===== src/hw/rtl/swm_pkg.sv =====
`timescale 1ns / 1ps

package swm_pkg;

   localparam int MAX_WINDOW   = 64;
   localparam int SAMPLE_WIDTH = 32;
   localparam int CELL_IDX_W   = $clog2(MAX_WINDOW);
   localparam int AGE_W        = CELL_IDX_W;
   localparam int FILL_W       = CELL_IDX_W + 1;
   localparam int WS_W         = 7;
   localparam int CSR_ADDR_W   = 3;
   localparam int CSR_DATA_W   = 32;

   localparam logic [WS_W-1:0] WINDOW_SIZE_RESET = WS_W'(MAX_WINDOW);

   // Register index, taken from the word address bits of paddr.
   localparam logic REG_WINDOW_SIZE = 1'b0;

   typedef enum logic [1:0] {
      CELL_HOLD,
      CELL_CLEAR,
      CELL_EVICT,
      CELL_INSERT
   } cell_op_type;

   typedef struct packed {
      logic signed [SAMPLE_WIDTH-1:0] value;
      logic [AGE_W-1:0]               age;
      logic                           valid;
   } cell_state_type;

   typedef struct packed {
      cell_op_type                    op;
      logic signed [SAMPLE_WIDTH-1:0] key;
      logic signed [SAMPLE_WIDTH-1:0] victim;
   } cell_ctrl_type;

   typedef enum logic [2:0] {
      ST_IDLE,
      ST_FIND,
      ST_EVICT,
      ST_INSERT,
      ST_OUT
   } ctrl_state_type;

   typedef struct packed {
      logic req_valid;
      logic full;
      logic slot_free;
   } ctrl_status_type;

   typedef struct packed {
      logic req_ready;
      logic find;
      logic evict;
      logic insert;
      logic emit;
   } ctrl_cmd_type;

   // Effective window length: zero acts as one, large values saturate.
   function automatic logic [FILL_W-1:0] window_len(input logic [WS_W-1:0] ws);
      logic [FILL_W-1:0] k;
      begin
         if (ws == '0) begin
            k = FILL_W'(1);
         end else if (32'(ws) > MAX_WINDOW) begin
            k = FILL_W'(MAX_WINDOW);
         end else begin
            k = FILL_W'(ws);
         end
         return k;
      end
   endfunction

endpackage


===== src/hw/rtl/swm_ctrl.sv =====
`timescale 1ns / 1ps

module swm_ctrl import swm_pkg::*; (
   input  logic            clock,
   input  logic            reset,
   input  ctrl_status_type status,
   output ctrl_cmd_type    cmd
);

   ctrl_state_type state_ff;
   ctrl_state_type state_in;

   always_comb begin
      state_in = state_ff;
      unique case (state_ff)
         ST_IDLE: begin
            if (status.req_valid) begin
               state_in = ST_FIND;
            end
         end
         ST_FIND: begin
            state_in = status.full ? ST_EVICT : ST_INSERT;
         end
         ST_EVICT: begin
            state_in = ST_FIND;
         end
         ST_INSERT: begin
            state_in = ST_OUT;
         end
         ST_OUT: begin
            if (!status.full || status.slot_free) begin
               state_in = ST_IDLE;
            end
         end
         default: begin
            state_in = ST_IDLE;
         end
      endcase
   end

   always_comb begin
      cmd = '0;
      unique case (state_ff)
         ST_IDLE: begin
            cmd.req_ready = 1'b1;
         end
         ST_FIND: begin
            cmd.find = 1'b1;
         end
         ST_EVICT: begin
            cmd.evict = 1'b1;
         end
         ST_INSERT: begin
            cmd.insert = 1'b1;
         end
         ST_OUT: begin
            cmd.emit = status.full && status.slot_free;
         end
         default: begin
            cmd = '0;
         end
      endcase
   end

   always_ff @(posedge clock) begin
      if (reset) begin
         state_ff <= ST_IDLE;
      end else begin
         state_ff <= state_in;
      end
   end

endmodule


===== config.mk =====
export PLATFORM = sky130hd
export DESIGN_NAME = swm_ctrl
export DESIGN_NICKNAME = d
export VERILOG_FILES = /design/src/hw/rtl/swm_pkg.sv /design/src/hw/rtl/swm_ctrl.sv
export SDC_FILE = /design/constraint.sdc
export NUM_CORES = 1
export LEC_CHECK = 0
export BUFFER_PORTS_ARGS = -buffer_cell sky130_fd_sc_hd__buf_2
export CAP_MARGIN = 20
export CORE_AREA = 10 10 47 49
export CTS_BUF_LIST = sky130_fd_sc_hd__clkbuf_8 sky130_fd_sc_hd__clkbuf_16
export DETAILED_ROUTE_END_ITERATION = 6
export DIE_AREA = 0 0 57 59
export PLACE_DENSITY_LB_ADDON = 0.3
export SKIP_LAST_GASP = 1
export SYNTH_ARGS = -nofsm -noshare
export SYNTH_HDL_FRONTEND = slang
export SYNTH_SLANG_ARGS = --single-unit

===== constraint.sdc =====
create_clock -name clock -period 1.2 [get_ports clock]
set_clock_uncertainty 0.05 [all_clocks]
set_input_delay 0.06 -clock clock [delete_from_list [all_inputs] [get_ports clock]]
set_output_delay 0.06 -clock clock [all_outputs]
set_load 0.02 [all_outputs]

* Word-level counts from Yosys, hierarchy flattened *
Index checks and enable logic that the tools add are counted.

word-level totals
  register bits after elaboration = 3
  logic and storage cells = 21

operators by class
  reduce and logical (&&, ||, !) cells = 5
  eq/ne operators = 6
  muxes and demuxes = 9

operator list
  cell                                           number
  one-hot mux 3 bit (5 select lines)             1
  == test 3 x 2 -> 1 bit, second input constant  2
  2-to-1 mux 1 bit                               6
  2-to-1 mux 3 bit                               2
  inequality test 2 bit, second input constant   2
  == test 3 x 1 -> 1 bit, second input constant  1
  == test 3 bit, second input constant           1
  zero test 3 bit                                1
  AND reduction 2 bit                            1
  logical AND 1 bit                              1
  zero test 1 bit                                1
  logical OR 1 bit                               1

* Longest topological paths before layout *
  depth in word-level cells = 4
  mapped depth = 2
  depth with buffers taken out = 2

* Worst setup path before layout *
OpenSTA, ideal clock, no wires.

  kind = register to output
  start point = register state_ff[1]
  end point = output port cmd[2] (netlist bit)
  data arrival time = 0.934 ns
  path slack = 0.156 ns
  data required time = 1.090 ns
  path buffers = 0
  stages on the path, launching flop included = 2
  path through = dfxtp_1 -> nor3b_1

RTL lines
  item                    line            RTL
  from (decl)             swm_ctrl.sv:10  ctrl_state_type state_ff;
  from (signal assigned)  swm_ctrl.sv:69  state_ff <= state_in;
  to (decl)               swm_ctrl.sv:7   output ctrl_cmd_type cmd

==> out/results.tsv <==
metric	value	unit
clk buf depth	2	
I/O pin count	10	
post-DP HPWL	379	um
Setup violations, final	1	
largest reg by FF count	state_ff	
Critical Path Source Type	flip-flop	
global placement routability congestion	0.677	
r2r startpoint	state_ff[0]	
setup TNS	-0.0185	ns
Max transition margin	90.1	%
final setup margin	-0.0185	ns
failing checks	setup timing	
ANT nets after route	0	
worst-margin pin slew	0.148	ns
Critical Setup Path Class	flip-flop to primary output	
Max Cap Viol	0	
clk sinks	3	
ratio of cells with drive above 1 in the final layout	65.6	%
syn_nets	22	
Max Clock Freq	821	MHz
vias per cell	3.94	
worst path arrival time	1.11	ns
first-pass GRT wire length	772	um
sequential fraction of the synthesis area	35.0	%
max reg flops	3	
H-tree depth	1	
Worst path slowest cell	dfxtp_4	
P&R area growth vs syn	89.8	%
CTS tree	done	
vias in the first global route	187	
Fillers	164	
Reg-to-Reg End	state_ff[0]	
hold wc startpoint	status[1]	
max-slew violation count	0	
antenna violations before repair	0	
netlist area before placement	171	um2
Pre-Repair DR Iteration Count	2	
Root Driver	clkbuf_8	
core area	0.00140	mm2
Final #Nets	38	
First DRT Iteration DRCs	1	
biggest regs	state_ff: 3 flops	
row count	14	
clk slew on worst S/H paths	0.03	ns
library cells used by synthesis	14	
FF+latch count, synth	3	
CP endpoint kind	primary output	
Clock Latency Late Sink	0.22	ns
synth warn	0	
Leakage Power	0.000162	uW
Routed WL	519	um
Die ar.	0.00336	mm2
Via Count	189	
final hold violations	0	
Worst R2R Path Depth	2	
Die Ht	59	um
Post-Synthesis Cells	17	
crit path max fanout	7	
GRT Total Usage	3.59	%
largest net degree at the start of global routing	8	
placed inst area	236	um2
Setup crit start	state_ff[0]	
Die X	57	um
drt wl/cell	10.8	um
fin crit share	102	%
status	complete, but fails checks	
DRC Markers	0	
CTS Buf Count	3	
Worst Hold Endpoint	state_ff[0]	
Mean Syn Cell Area	10.1	um2
most common cell after layout, fill and taps aside	buf_2	
Req. time, crit path	1.09	ns
Pwr Total	466	uW
path type of the worst min-delay path	input port to flip-flop	
ANT cells	0	
RSZ-0062 raised after global routing	yes	
crit path cell chain	and4bb_1 -> and2_4 -> buf_6	
most frequent cells in the layout	buf_2 (8), clkbuf_8 (3)	
starting density of the core	12.2	%
pwr dens	1430	mW/mm2
Period minus WS final	1.22	ns
pre-CTS setup slack	0.0928	ns
Buf/Inv on CP	1	
total congestion overflow	0	
worst hold path depth	3	
VDD IR-drop max	0.000623	V
worst reg-to-reg setup slack	0.11	ns
Critical Path Max Stage Delay	0.35	ns
delay-heaviest family, CP	simple AND/OR/NAND/NOR gates	
Finished Cell Area	325	um2
IO Port Bufs	9	
==> cell type report <==
type	instances	area, um2	area share [%]
inverters	1	3.75	1.15
well taps	16	20.0	6.15
clock inverters	1	3.75	1.15
multi-input cells	12	113	34.6
flip-flops and latches	3	67.6	20.8
repair buffers	12	76.3	23.5
clock buffers	3	41.3	12.7
==> tightest hold or removal path, stage by stage <==
cell and delay [ns]:
buf_2 0.08, or3b_1 0.11, a211oi_2 0.06
==> per-layer routing <==
| layer | global-route usage [%] | part of all wire [%] | wire, um | vias to the layer above |
|---|---|---|---|---|
| met2 | 2.33 | 27 | 140 | 13 |
| met1 | 3.20 | 45 | 234 | 80 |
| met3 | 4.94 | 19 | 100 | 4 |
| li1 | - | - | - | 92 |
| met5 | 0 | 0 | 0 | - |
| met4 | 6.04 | 8.5 | 44 | 0 |
==> Yosys cell counts <==
cell type  count  share of area [%]
dfxtp_1        3                 35
and2_1         2                7.3
a211oi_2       1                7.3
a22o_1         1                5.1
and3b_1        1                5.1
and4bb_1       1                7.3
buf_4          1                4.4
inv_1          1                2.2
nor2_1         1                2.2
nor3_1         1                2.9
nor3b_1        1                4.4
nor3b_2        1                7.3
o21bai_1       1                4.4
or3b_1         1                5.1
==> cells by family after synthesis <==
kind of cell           count (synthesis)  synth area share, %
buffers and inverters                  2                 6.57
DFF                                    3                 35.0
AOI/OAI and AO/OA                      3                 16.8
and+or+nand+nor                        9                 41.6
==> worst max-delay path by stage <==
stage,to,slack (ns),cells past startpoint
after floorplan,cmd[2],0.16,1
final,cmd[0],-0.02,3
after global routing,cmd[0],-0.06,3
after CTS,cmd[0],-0.02,3
after global placement,state_ff[0],0.11,2
after detailed placement,state_ff[0],0.09,2
==> timing repair <==
item / in CTS / in global routing
cloned: 0 / 0
gates resized for setup: 7 / 2
pin swaps: 2 / 0
setup buffers: 1 / 0
endpoints found under the setup margin: 1 / 3
hold buffers: 1 / 0
endpoints found under the hold margin: 1 / 0
==> report_power, final <==
group	total (uW)	switching, uW	internal (uW)
Sequential	115	8.89	106
Combinational	66.1	32.4	33.6
Clock	285	67.7	218
Total	466	109	357
==> metrics by stage <==
stage,utilization (%),cells,hold slack (ns)
4_1_cts,22.5,48,0.0871
6_report,23.2,48,0.0910
3_5_place_dp,16.9,42,0.212
2_1_floorplan,-,17,0.0746
5_1_grt,23.2,48,0.0949
3_3_place_gp,16.9,42,0.210
No activity file was read; power rests on OpenSTA's default activity.
