[src/hw/rtl/swm_pkg.sv]
`timescale 1ns / 1ps

package swm_pkg;

   localparam int MAX_WINDOW   = 64;
   localparam int SAMPLE_WIDTH = 32;
   localparam int CELL_IDX_W   = $clog2(MAX_WINDOW);
   localparam int AGE_W        = CELL_IDX_W;
   localparam int FILL_W       = CELL_IDX_W + 1;
   localparam int WS_W         = 7;
   localparam int CSR_ADDR_W   = 3;
   localparam int CSR_DATA_W   = 32;

   localparam logic [WS_W-1:0] WINDOW_SIZE_RESET = WS_W'(MAX_WINDOW);

   // Register index, taken from the word address bits of paddr.
   localparam logic REG_WINDOW_SIZE = 1'b0;

   typedef enum logic [1:0] {
      CELL_HOLD,
      CELL_CLEAR,
      CELL_EVICT,
      CELL_INSERT
   } cell_op_type;

   typedef struct packed {
      logic signed [SAMPLE_WIDTH-1:0] value;
      logic [AGE_W-1:0]               age;
      logic                           valid;
   } cell_state_type;

   typedef struct packed {
      cell_op_type                    op;
      logic signed [SAMPLE_WIDTH-1:0] key;
      logic signed [SAMPLE_WIDTH-1:0] victim;
   } cell_ctrl_type;

   typedef enum logic [2:0] {
      ST_IDLE,
      ST_FIND,
      ST_EVICT,
      ST_INSERT,
      ST_OUT
   } ctrl_state_type;

   typedef struct packed {
      logic req_valid;
      logic full;
      logic slot_free;
   } ctrl_status_type;

   typedef struct packed {
      logic req_ready;
      logic find;
      logic evict;
      logic insert;
      logic emit;
   } ctrl_cmd_type;

   // Effective window length: zero acts as one, large values saturate.
   function automatic logic [FILL_W-1:0] window_len(input logic [WS_W-1:0] ws);
      logic [FILL_W-1:0] k;
      begin
         if (ws == '0) begin
            k = FILL_W'(1);
         end else if (32'(ws) > MAX_WINDOW) begin
            k = FILL_W'(MAX_WINDOW);
         end else begin
            k = FILL_W'(ws);
         end
         return k;
      end
   endfunction

endpackage

[src/hw/rtl/swm_cell.sv]
`timescale 1ns / 1ps

module swm_cell import swm_pkg::*; (
   input  logic           clock,
   input  logic           reset,
   input  cell_ctrl_type  ctrl,
   input  cell_state_type left_state,
   input  logic           left_yields,
   input  cell_state_type right_state,
   output cell_state_type state,
   output logic           yields
);

   cell_state_type state_ff;
   cell_state_type state_in;
   logic           at_or_above_victim;

   // A cell yields to the new key when it is empty or holds a larger value,
   // so equal values end up after the ones already held.
   assign yields = !state_ff.valid || ($signed(state_ff.value) > $signed(ctrl.key));
   assign at_or_above_victim = state_ff.valid &&
                               ($signed(state_ff.value) >= $signed(ctrl.victim));

   always_comb begin
      state_in = state_ff;
      case (ctrl.op)
         CELL_HOLD: begin
            state_in = state_ff;
         end
         CELL_CLEAR: begin
            state_in.valid = 1'b0;
         end
         CELL_EVICT: begin
            if (at_or_above_victim) begin
               state_in = right_state;
            end
         end
         CELL_INSERT: begin
            if (left_yields) begin
               state_in     = left_state;
               state_in.age = left_state.age + AGE_W'(1);
            end else if (yields) begin
               state_in.value = ctrl.key;
               state_in.age   = '0;
               state_in.valid = 1'b1;
            end else begin
               state_in.age = state_ff.age + AGE_W'(1);
            end
         end
         default: begin
            state_in = state_ff;
         end
      endcase
   end

   always_ff @(posedge clock) begin
      if (reset) begin
         state_ff.valid <= 1'b0;
      end else begin
         state_ff <= state_in;
      end
   end

   assign state = state_ff;

endmodule

[config.mk]
export PLATFORM = sky130hd
export DESIGN_NAME = swm_cell
export DESIGN_NICKNAME = d
export VERILOG_FILES = /design/src/hw/rtl/swm_pkg.sv /design/src/hw/rtl/swm_cell.sv
export SDC_FILE = /design/constraint.sdc
export NUM_CORES = 1
export LEC_CHECK = 0
export BUFFER_PORTS_ARGS = -buffer_cell sky130_fd_sc_hd__buf_2
export CAP_MARGIN = 0
export CORE_MARGIN = 2
export CORE_UTILIZATION = 30
export DETAILED_ROUTE_END_ITERATION = 12
export SKIP_LAST_GASP = 1
export SLEW_MARGIN = 20
export SYNTH_ARGS = -nofsm -noshare
export SYNTH_HDL_FRONTEND = slang
export SYNTH_SLANG_ARGS = --single-unit
[constraint.sdc]
create_clock -name clock -period 5.5 [get_ports clock]
set_input_delay 0.275 -clock clock [delete_from_list [all_inputs] [get_ports clock]]
set_output_delay 0.275 -clock clock [all_outputs]
set_load 0.05 [all_outputs]
**After elaboration in Yosys (flattened, before gate mapping)**

Cells that the tools add are included.
Widths: inputs -> output; s select.

- Flip-flop bits (word level): 39
- Input port bits: 147
- Output and inout port bits: 40
- Logic and storage cells: 29

- Add/sub/neg operators: 2
- $lt $le $gt $ge: 2
- Eq/ne operators: 5
- Multiplexer cells: 7
- Bitwise operators: 2
- Reductions and logical operators: 8

Operators by type and width:

| cell | count |
|---|---|
| $mux 39 | 2 |
| $pmux 38 s2 | 1 |
| $ge 32x32->1 | 1 |
| $gt 32x32->1 | 1 |
| $mux 32 | 1 |
| $add 6x1->6 const B | 2 |
| $mux 6 | 1 |
| $reduce_and 3->1 | 2 |
| $eq 2x2->1 const B | 2 |
| $reduce_and 4->1 | 1 |
| $ne 3x3->1 const B | 1 |
| $pmux 1 s3 | 1 |
| $eq 2x1->1 const B | 1 |
| $logic_not 2->1 | 1 |
| $ne 2x2->1 const B | 1 |
| $not 1->1 | 2 |
| $reduce_bool 2->1 | 1 |
| $logic_and 1x1->1 | 1 |
| $logic_not 1->1 | 1 |
| $logic_or 1x1->1 | 1 |
| $mux 1 | 1 |

**Depth between registers and ports, before layout**

Gate-level depths: netlist of the first run.

- Depth after elaboration: 5
- Depth in mapped cells: 9
- Gate-level depth less buffers: 9

**Worst setup path after synthesis of the first run**

OpenSTA, ideal clock, no wires.

- Kind: reg-to-reg
- Start: register state_ff (netlist bit state[26])
- End: register state_ff (netlist bit state[10]) (enable)
- Setup time: 0.387 ns
- Arrival time: 3.163 ns
- Path slack: 1.950 ns
- Stages on the path, launching flop included: 9
- Path buffers: 0
- Clock period less this slack: 3.550 ns
- Cells stage by stage: edfxtp_1 -> ha_1 -> a21oi_1 -> o21ai_0 -> a2111oi_2 -> o31ai_1 -> or4b_4 -> nand4_1 -> o211a_1

- Longest elaborated chain between the ends: 4
- Elaborated cells between the ends (all ways): 7
- Those cells by class: 2 x order compare; 2 x eq/ne; 3 x reduce/logical

Ends and longest elaborated chain:

| item | RTL line | RTL |
|---|---|---|
| start: declaration | swm_cell.sv:14 | `cell_state_type state_ff;` |
| start signal: assignment | swm_cell.sv:60 | `state_ff <= state_in;` |
| $gt 32x32->1 or $ge 32x32->1 (tied branches) | swm_cell.sv:20, swm_cell.sv:22 |  |
| $logic_or 1x1->1 or $logic_and 1x1->1 (tied branches) | swm_cell.sv:20, swm_cell.sv:21 |  |
| $ne 3x3->1 (no source line) or $ne 2x2->1 (tied branches) | -- |  |
| $reduce_and 4->1 (no source line) (*) | -- |  |

Every way passes the cells marked *; elsewhere a longest branch is shown, timed or not.
A chain may end at the register's enable or synchronous reset.

**Worst setup path after layout of the first run**

- Start: register state_ff (netlist bit state[26])
- End: register state_ff (netlist bit state[11]) (enable)

The elaborated chain is that of the path after synthesis.

==> results of run 1 <==
-- area by class of cell --
cell class	count	area share
sequential	39	0.227
timing repair buffer	189	0.186
clock buffer	7	0.0279
inverter	66	0.0484
tap	172	0.0421
multi-input combinational	312	0.467
clock inverter	1	0.000978
-- Yosys cell counts, types with 2 or more instances --
library cell and n:
and2_1 2, o221ai_1 2, xor2_1 5, o211ai_1 3
nor2_1 11, inv_1 66, edfxtp_1 38, o21ai_0 40
ha_1 66, mux2i_1 33, nand3_1 9, o31ai_1 3
clkbuf_1 12, nor2b_1 3, xnor2_1 4, nor3_1 2
a31oi_1 3, a21o_1 14, and3_1 4, nand4_1 14
a21oi_1 24, nor3b_1 2, o21a_1 4, nand2_1 43
-- power breakdown --
group / switching, mW / internal (mW)
registers: 0.0101 / 0.344
logic: 0.160 / 0.116
clock network: 0.111 / 0.180
total: 0.281 / 0.641
-- placed cells by master (no fill, tap or decap), drive strengths merged, types with 3 or more instances in the layout --
master / n
and3: 4
nand3: 10
edfxtp: 38
a21o: 14
inv: 66
o31ai: 3
ha: 66
nor2b: 3
o21a: 4
buf: 189
nor2: 11
xnor2: 4
o211ai: 3
mux2i: 33
a31oi: 3
nand2: 43
nand4: 14
clkbuf: 7
xor2: 5
o21ai: 40
a21oi: 24
-- kinds of logic after synthesis --
logic type | after synthesis
XOR/XNOR | 9
buffers and inverters | 79
AO/OA/AOI/OAI | 104
adder cells (fa/ha/maj) | 66
multiplexers | 33
AND/OR/NAND/NOR | 100
flip-flops | 39
-- worst paths after layout --
check        slack, ns                     to             startpoint
max reg2reg       1.82    state[11]$_DFFE_PP_    state[26]$_DFFE_PP_
min reg2reg       0.59  state[0]$_SDFFE_PP0P_  state[0]$_SDFFE_PP0P_
min               0.27    state[29]$_DFFE_PP_        right_state[29]
max               1.82    state[11]$_DFFE_PP_    state[26]$_DFFE_PP_
-- metrics by stage --
stage          cell area (µm²)  setup WS [ns]  total power, mW
2_1_floorplan             3840           1.95            0.532
3_3_place_gp              4970           1.80            0.633
3_5_place_dp              4970           1.70            0.640
4_1_cts                   5110           1.68            0.938
5_1_grt                   5110           1.43            0.981
6_report                  5110           1.82            0.921
-- metal layers --
layer  vias up  share of wire  track usage
met5         -              0            0
met4         0         0.0070       0.0337
met3         4          0.062       0.0288
met2       130           0.50        0.294
met1      1644           0.43        0.184
li1       1910              -            -
-- critical path, cell delays in order (launching register included) --
cell	delay, ns
edfxtp_1	0.43
ha_1	0.33
a21oi_1	0.14
o21ai_0	0.14
a2111oi_2	0.37
o31ai_1	0.16
or4b_4	0.57
nand4_1	0.20
o211a_1	0.63
buf_4	0.37
==> impl_metrics.csv, run 1 <==
group,metric,value,unit
route,drc,0,
logic_synthesis,synth_top_family_by_area,"adder cells",
cells_and_area,utilization,0.407,
hold_path,worstHoldPathType,"in -> reg",
floorplanning,die_area,13700,µm²
floorplanning,die_h,117,µm
logic_synthesis,async_flop_share,0,
setup_path,worstPathMaxFanout,17,
cells_and_area,ff_latch_area,1160,µm²
logic_synthesis,synth-simple-area-share,0.131,
timing,setup_tns,0,ns
clock_tree,cts_hold_buf,0,
flow_run,max_cap_viol_count,0,
timing,tightest_slew,0.690,ns
setup_path,worstSetupPathType,"reg -> reg",
floorplanning,die_width,117,µm
placement,place_inst,778,
logic_synthesis,synthFlopType,"edfxtp_1",
grt,grt-ovfl-total,0,
grt,grt_pass1_vias,3684,
floorplanning,io_pins,187,
cells_and_area,n_fill_cell,1263,
logic_synthesis,muxShareOfSynthArea,0.0859,
route,ant_nets,0,
cells_and_area,fin_nets,826,
setup_path,cp.required,5.46,ns
grt,gr-usage-all-layers,0.156,
timing,clock_skew,0.00891,ns
timing,period_needed,3.68,ns
logic_synthesis,ys_ff_latch,39,
grt,grt_max_degree,42,
logic_synthesis,synth_xor_area_frac,0.0205,
clock_tree,cts-root-buf,"clkbuf_16",
clock_tree,clk_pin_slew,0.06,ns
clock_tree,cts.path.max_buffers,2,
setup_path,critPathLaunchType,"register",
logic_synthesis,seq_area_frac_synth,0.302,
logic_synthesis,synthAdderAreaFrac,0.215,
timing,setup_viol,0,
timing,layout_worst_path_cycle_share,0.670,
cells_and_area,antenna_cells,0,
placement,dp_hpwl,9150,µm
clock_tree,cts_resized,0,
outcome,run_status,"completed",
power,peakVddDrop,113,µV
cells_and_area,area_growth,33.0,%
clock_tree,cts_buffers,5,
logic_synthesis,synth_nets,643,
placement,place_congestion,0.818,
floorplanning,initial_utilization,0.306,
route,drt_iter0_markers,128,
timing,rsz0062_at_grt,"false",
timing,hold_viol,0,
placement,port_buffers,186,
floorplanning,core_area,12600,µm²
floorplanning,core.rowCount,41,
setup_path,crit_arrival,3.64,ns
route,viasPerCell,4.69,
grt,grt_pass1_wl,16800,µm
timing,drv_slew,0,
logic_synthesis,syn_area,3840,µm²
logic_synthesis,ys_warn_count,0,
logic_synthesis,synthCells,430,
logic_synthesis,synth.avg_cell_area,8.94,µm²
logic_synthesis,synth_enable_flop_cells,38,
setup_path,worstRegToRegCells,9,
cells_and_area,multi_input_area,2390,µm²
grt,grt_antenna_before_repair,0,
clock_tree,post_cts_buffers,0,
power,cellPowerDensity,180,nW/µm²
route,dr.pass1.iters,4,
route,vias,3688,
logic_synthesis,synthTopCellsByArea,"edfxtp_1, ha_1, mux2i_1",
timing,relSlewSlack,0.540,
cells_and_area,finalNonFillerCells,786,
route,avgRoutedWirePerCell,13.8,µm
clock_tree,worstSkewPairLatency,0.28,ns
clock_tree,cts_tree,"built",
cells_and_area,drive_above_1_share,0.332,
logic_synthesis,yosys.cell_types.count,47,
logic_synthesis,synth_top_area_cell,"edfxtp_1",
route,routed_wl,10800,µm
cells_and_area,largest_reg_flops,39,
logic_synthesis,synth_compound_area_frac,0.168,
logic_synthesis,yosysTopAreaCellShare,0.297,
power,leakagePower,2.74,nW
setup_path,worstSetupEndpointType,"register",
timing,fmax,272,MHz
clock_tree,cts_sinks,39,
hold_path,whs_path_depth,3,
timing,hold_ws,0.269,ns
clock_tree,htreeDepth,2,
(Power assumes the default switching activity.)
==> inputs of run 2 (changes only) <==
--- a/config.mk
+++ b/config.mk
@@ -5,6 +5,7 @@
 export SDC_FILE = /design/constraint.sdc
 export NUM_CORES = 1
 export LEC_CHECK = 0
+export ABC_AREA = 1
 export BUFFER_PORTS_ARGS = -buffer_cell sky130_fd_sc_hd__buf_2
 export CAP_MARGIN = 0
 export CORE_MARGIN = 2
==> constraint.sdc (replaced) <==
create_clock -name clock -period 3.6 [get_ports clock]
set_input_delay 0.18 -clock clock [delete_from_list [all_inputs] [get_ports clock]]
set_output_delay 0.18 -clock clock [all_outputs]
set_load 0.05 [all_outputs]
==> run 2 against run 1 <==
Against the previous run: maximum frequency rose by 28%; clock skew fell by 0.0044 ns; power rose by 68%; final area rose by 2.8%; first-iteration DRC count rose by 24%; worst setup slack got worse by 1.1 ns; clock power rose by 79%; die area rose by 2.4%; register-to-register slack got worse by 1.1 ns; sequential power rose by 55%.
==> impl_metrics.csv, run 2 <==
group,metric,value,unit
clock_tree,cts.path.max_buffers,2,
grt,grt_max_degree,40,
setup_path,worst_path_most_repeated_cell,"nand2_1",
logic_synthesis,synth_top_area_cell,"edfxtp_1",
timing,drv_slew,0,
setup_path,worstSetupPathType,"reg -> reg",
floorplanning,core_area,12700,µm²
setup_path,slowest_stage,"edfxtp_1",
timing,clock_skew,0.00453,ns
timing,hold_ws,0.175,ns
clock_tree,cts-root-buf,"clkbuf_16",
logic_synthesis,synthFlopType,"edfxtp_1",
timing,setup_tns,0,ns
route,viasPerCell,4.48,
setup_path,cpPeakStageDelay,0.43,ns
cells_and_area,postLayoutCellArea,5260,µm²
floorplanning,die_h,119,µm
setup_path,worstSetupEndpointType,"register",
floorplanning,die_area,14100,µm²
logic_synthesis,yosys.cell_types.count,30,
clock_tree,cts_buffers,5,
logic_synthesis,synthCells,543,
logic_synthesis,synth_nets,756,
logic_synthesis,synth_enable_flop_cells,38,
timing,hold_viol,0,
floorplanning,io_pins,187,
grt,grt_antenna_before_repair,1,
route,drt_iter0_markers,159,
clock_tree,post_cts_buffers,0,
clock_tree,cts_resized,0,
clock_tree,cts_sinks,39,
setup_path,cp.required,3.58,ns
cells_and_area,fin_nets,938,
floorplanning,initial_utilization,0.310,
route,routed_wl,11400,µm
grt,grt_pass1_wl,18900,µm
timing,layout_worst_path_cycle_share,0.799,
setup_path,path_cells,"ha_1, nand2_2, nor2_2, nand2_2, nor3b_2, nand2_1, nand2_1, nand2_1, nand3_2, nand2_1, nand2_1, nand2_1, nor2_4, buf_12",
clock_tree,clk_pin_slew,0.06,ns
logic_synthesis,ys_warn_count,0,
logic_synthesis,yosysMostFrequentCell,"nand2_1",
placement,port_buffers,186,
placement,place_inst,890,
timing,relSlewSlack,0.495,
placement,dp_hpwl,9230,µm
timing,rsz0062_at_grt,"false",
cells_and_area,area_growth,33.4,%
grt,gr-usage-all-layers,0.163,
logic_synthesis,seq_area_frac_synth,0.295,
logic_synthesis,synthTopCellsByArea,"edfxtp_1, ha_1, a21oi_1",
route,drc,0,
cells_and_area,drive_above_1_share,0.298,
route,vias,4022,
clock_tree,worstSkewPairLatency,0.28,ns
route,avgRoutedWirePerCell,12.7,µm
route,ant_nets,0,
timing,fmax,348,MHz
setup_path,crit_arrival,2.86,ns
cells_and_area,antenna_cells,0,
floorplanning,die_width,119,µm
grt,grt-ovfl-total,0,
power,leakagePower,2.90,nW
power,cellPowerDensity,294,nW/µm²
timing,tightest_slew,0.756,ns
cells_and_area,finalNonFillerCells,898,
hold_path,hold_start,"reset",
placement,place_area,5080,µm²
cells_and_area,largest_reg_flops,39,
setup_path,crit_start,"state[38]$_DFFE_PP_",
logic_synthesis,syn_area,3940,µm²
timing,setup_viol,0,
cells_and_area,mostFrequentLayoutCells,"buf_2, nand2_1, inv_1",
clock_tree,htreeDepth,2,
logic_synthesis,async_flop_share,0,
hold_path,worstHoldPathType,"in -> reg",
grt,grt_pass1_vias,4126,
placement,place_congestion,0.777,
setup_path,r2r_start,"state[38]$_DFFE_PP_",
logic_synthesis,ys_top_cells_by_count,"nand2_1, inv_1, a21oi_1, ha_1, nor2_1",
timing,period_needed,2.88,ns
clock_tree,cts_tree,"built",
flow_run,max_cap_viol_count,0,
cells_and_area,final_common_cell,"buf_2",
logic_synthesis,yosysTopAreaCellShare,0.290,
setup_path,cp_top_family,"simple AND/OR/NAND/NOR gates",
clock_tree,cts_hold_buf,0,
logic_synthesis,synth.avg_cell_area,7.26,µm²
power,p_total,1.54,mW
power,peakVddDrop,172,µV
setup_path,critPathLaunchType,"register",
floorplanning,core.rowCount,41,
outcome,run_status,"completed",
cells_and_area,n_fill_cell,1405,
setup_path,worstPathMaxFanout,18,
route,dr.pass1.iters,4,
setup_path,crit_buf_inv,1,
logic_synthesis,ys_ff_latch,39,
==> run 2: cell count changes after synthesis, sizes merged, moves of 32 or more <==
cell / previous run / this run
mux2i: 33 / 0
o21ai: 40 / 7
a21oi: 24 / 91
nor2: 11 / 60
inv: 66 / 98
nand2: 43 / 117
==> run 2: routing by layer <==
| layer | vias up | global-route usage | wire [µm] |
|---|---|---|---|
| li1 | 2149 | - | - |
| met1 | 1751 | 0.209 | 5290 |
| met2 | 114 | 0.287 | 5360 |
| met3 | 6 | 0.0319 | 645 |
| met4 | 2 | 0.0253 | 58 |
| met5 | - | 0 | 13 |
==> run 2: kinds of logic (layout without fill, tap and decap cells) <==
logic type      after synthesis  in the layout  synth area share
fa+ha+maj                    66             66             0.210
buf+inv                     113            296             0.108
flops                        39             39             0.295
compound gates              109            109             0.145
xor+xnor                      6              6            0.0133
simple gates                210            210             0.230
==> run 2: worst min-delay path, delay by kind of cell <==
kind | cells | cell delay (ns)
buffers and inverters | 2 | 0.14
AND/OR/NAND/NOR | 2 | 0.10
==> run 2: path summary, 6_finish.rpt <==
kind                                 to  slack (ns)  cells after the start
hold / removal    state[0]$_SDFFE_PP0P_        0.18                      4
hold reg to reg      state[1]$_DFFE_PP_        0.66                      1
setup / recovery    state[25]$_DFFE_PP_        0.72                     14
setup reg to reg    state[25]$_DFFE_PP_        0.72                     14
==> run 2: through the flow <==
| stage | setup slack (ns) | util |
|---|---|---|
| finish | 0.724 | 0.413 |
| global route | 0.375 | 0.413 |
| CTS | 0.623 | 0.413 |
| detailed placement | 0.646 | 0.399 |
| global placement | 0.692 | 0.399 |
| floorplan | 0.433 | - |
==> run 2: final cells by class <==
class	count	area (µm²)	area share
clock buffer	6	139	0.0264
clock inverter	2	35.0	0.00667
inverter	98	368	0.0700
multi-input combinational	391	2360	0.450
sequential	39	1160	0.221
tap	172	215	0.0409
timing repair buffer	190	973	0.185
==> run 2: where the power goes <==
group / total [mW] / internal [mW] / switching [mW]
logic: 0.472 / 0.182 / 0.291
clock network: 0.521 / 0.345 / 0.176
registers: 0.551 / 0.530 / 0.0206
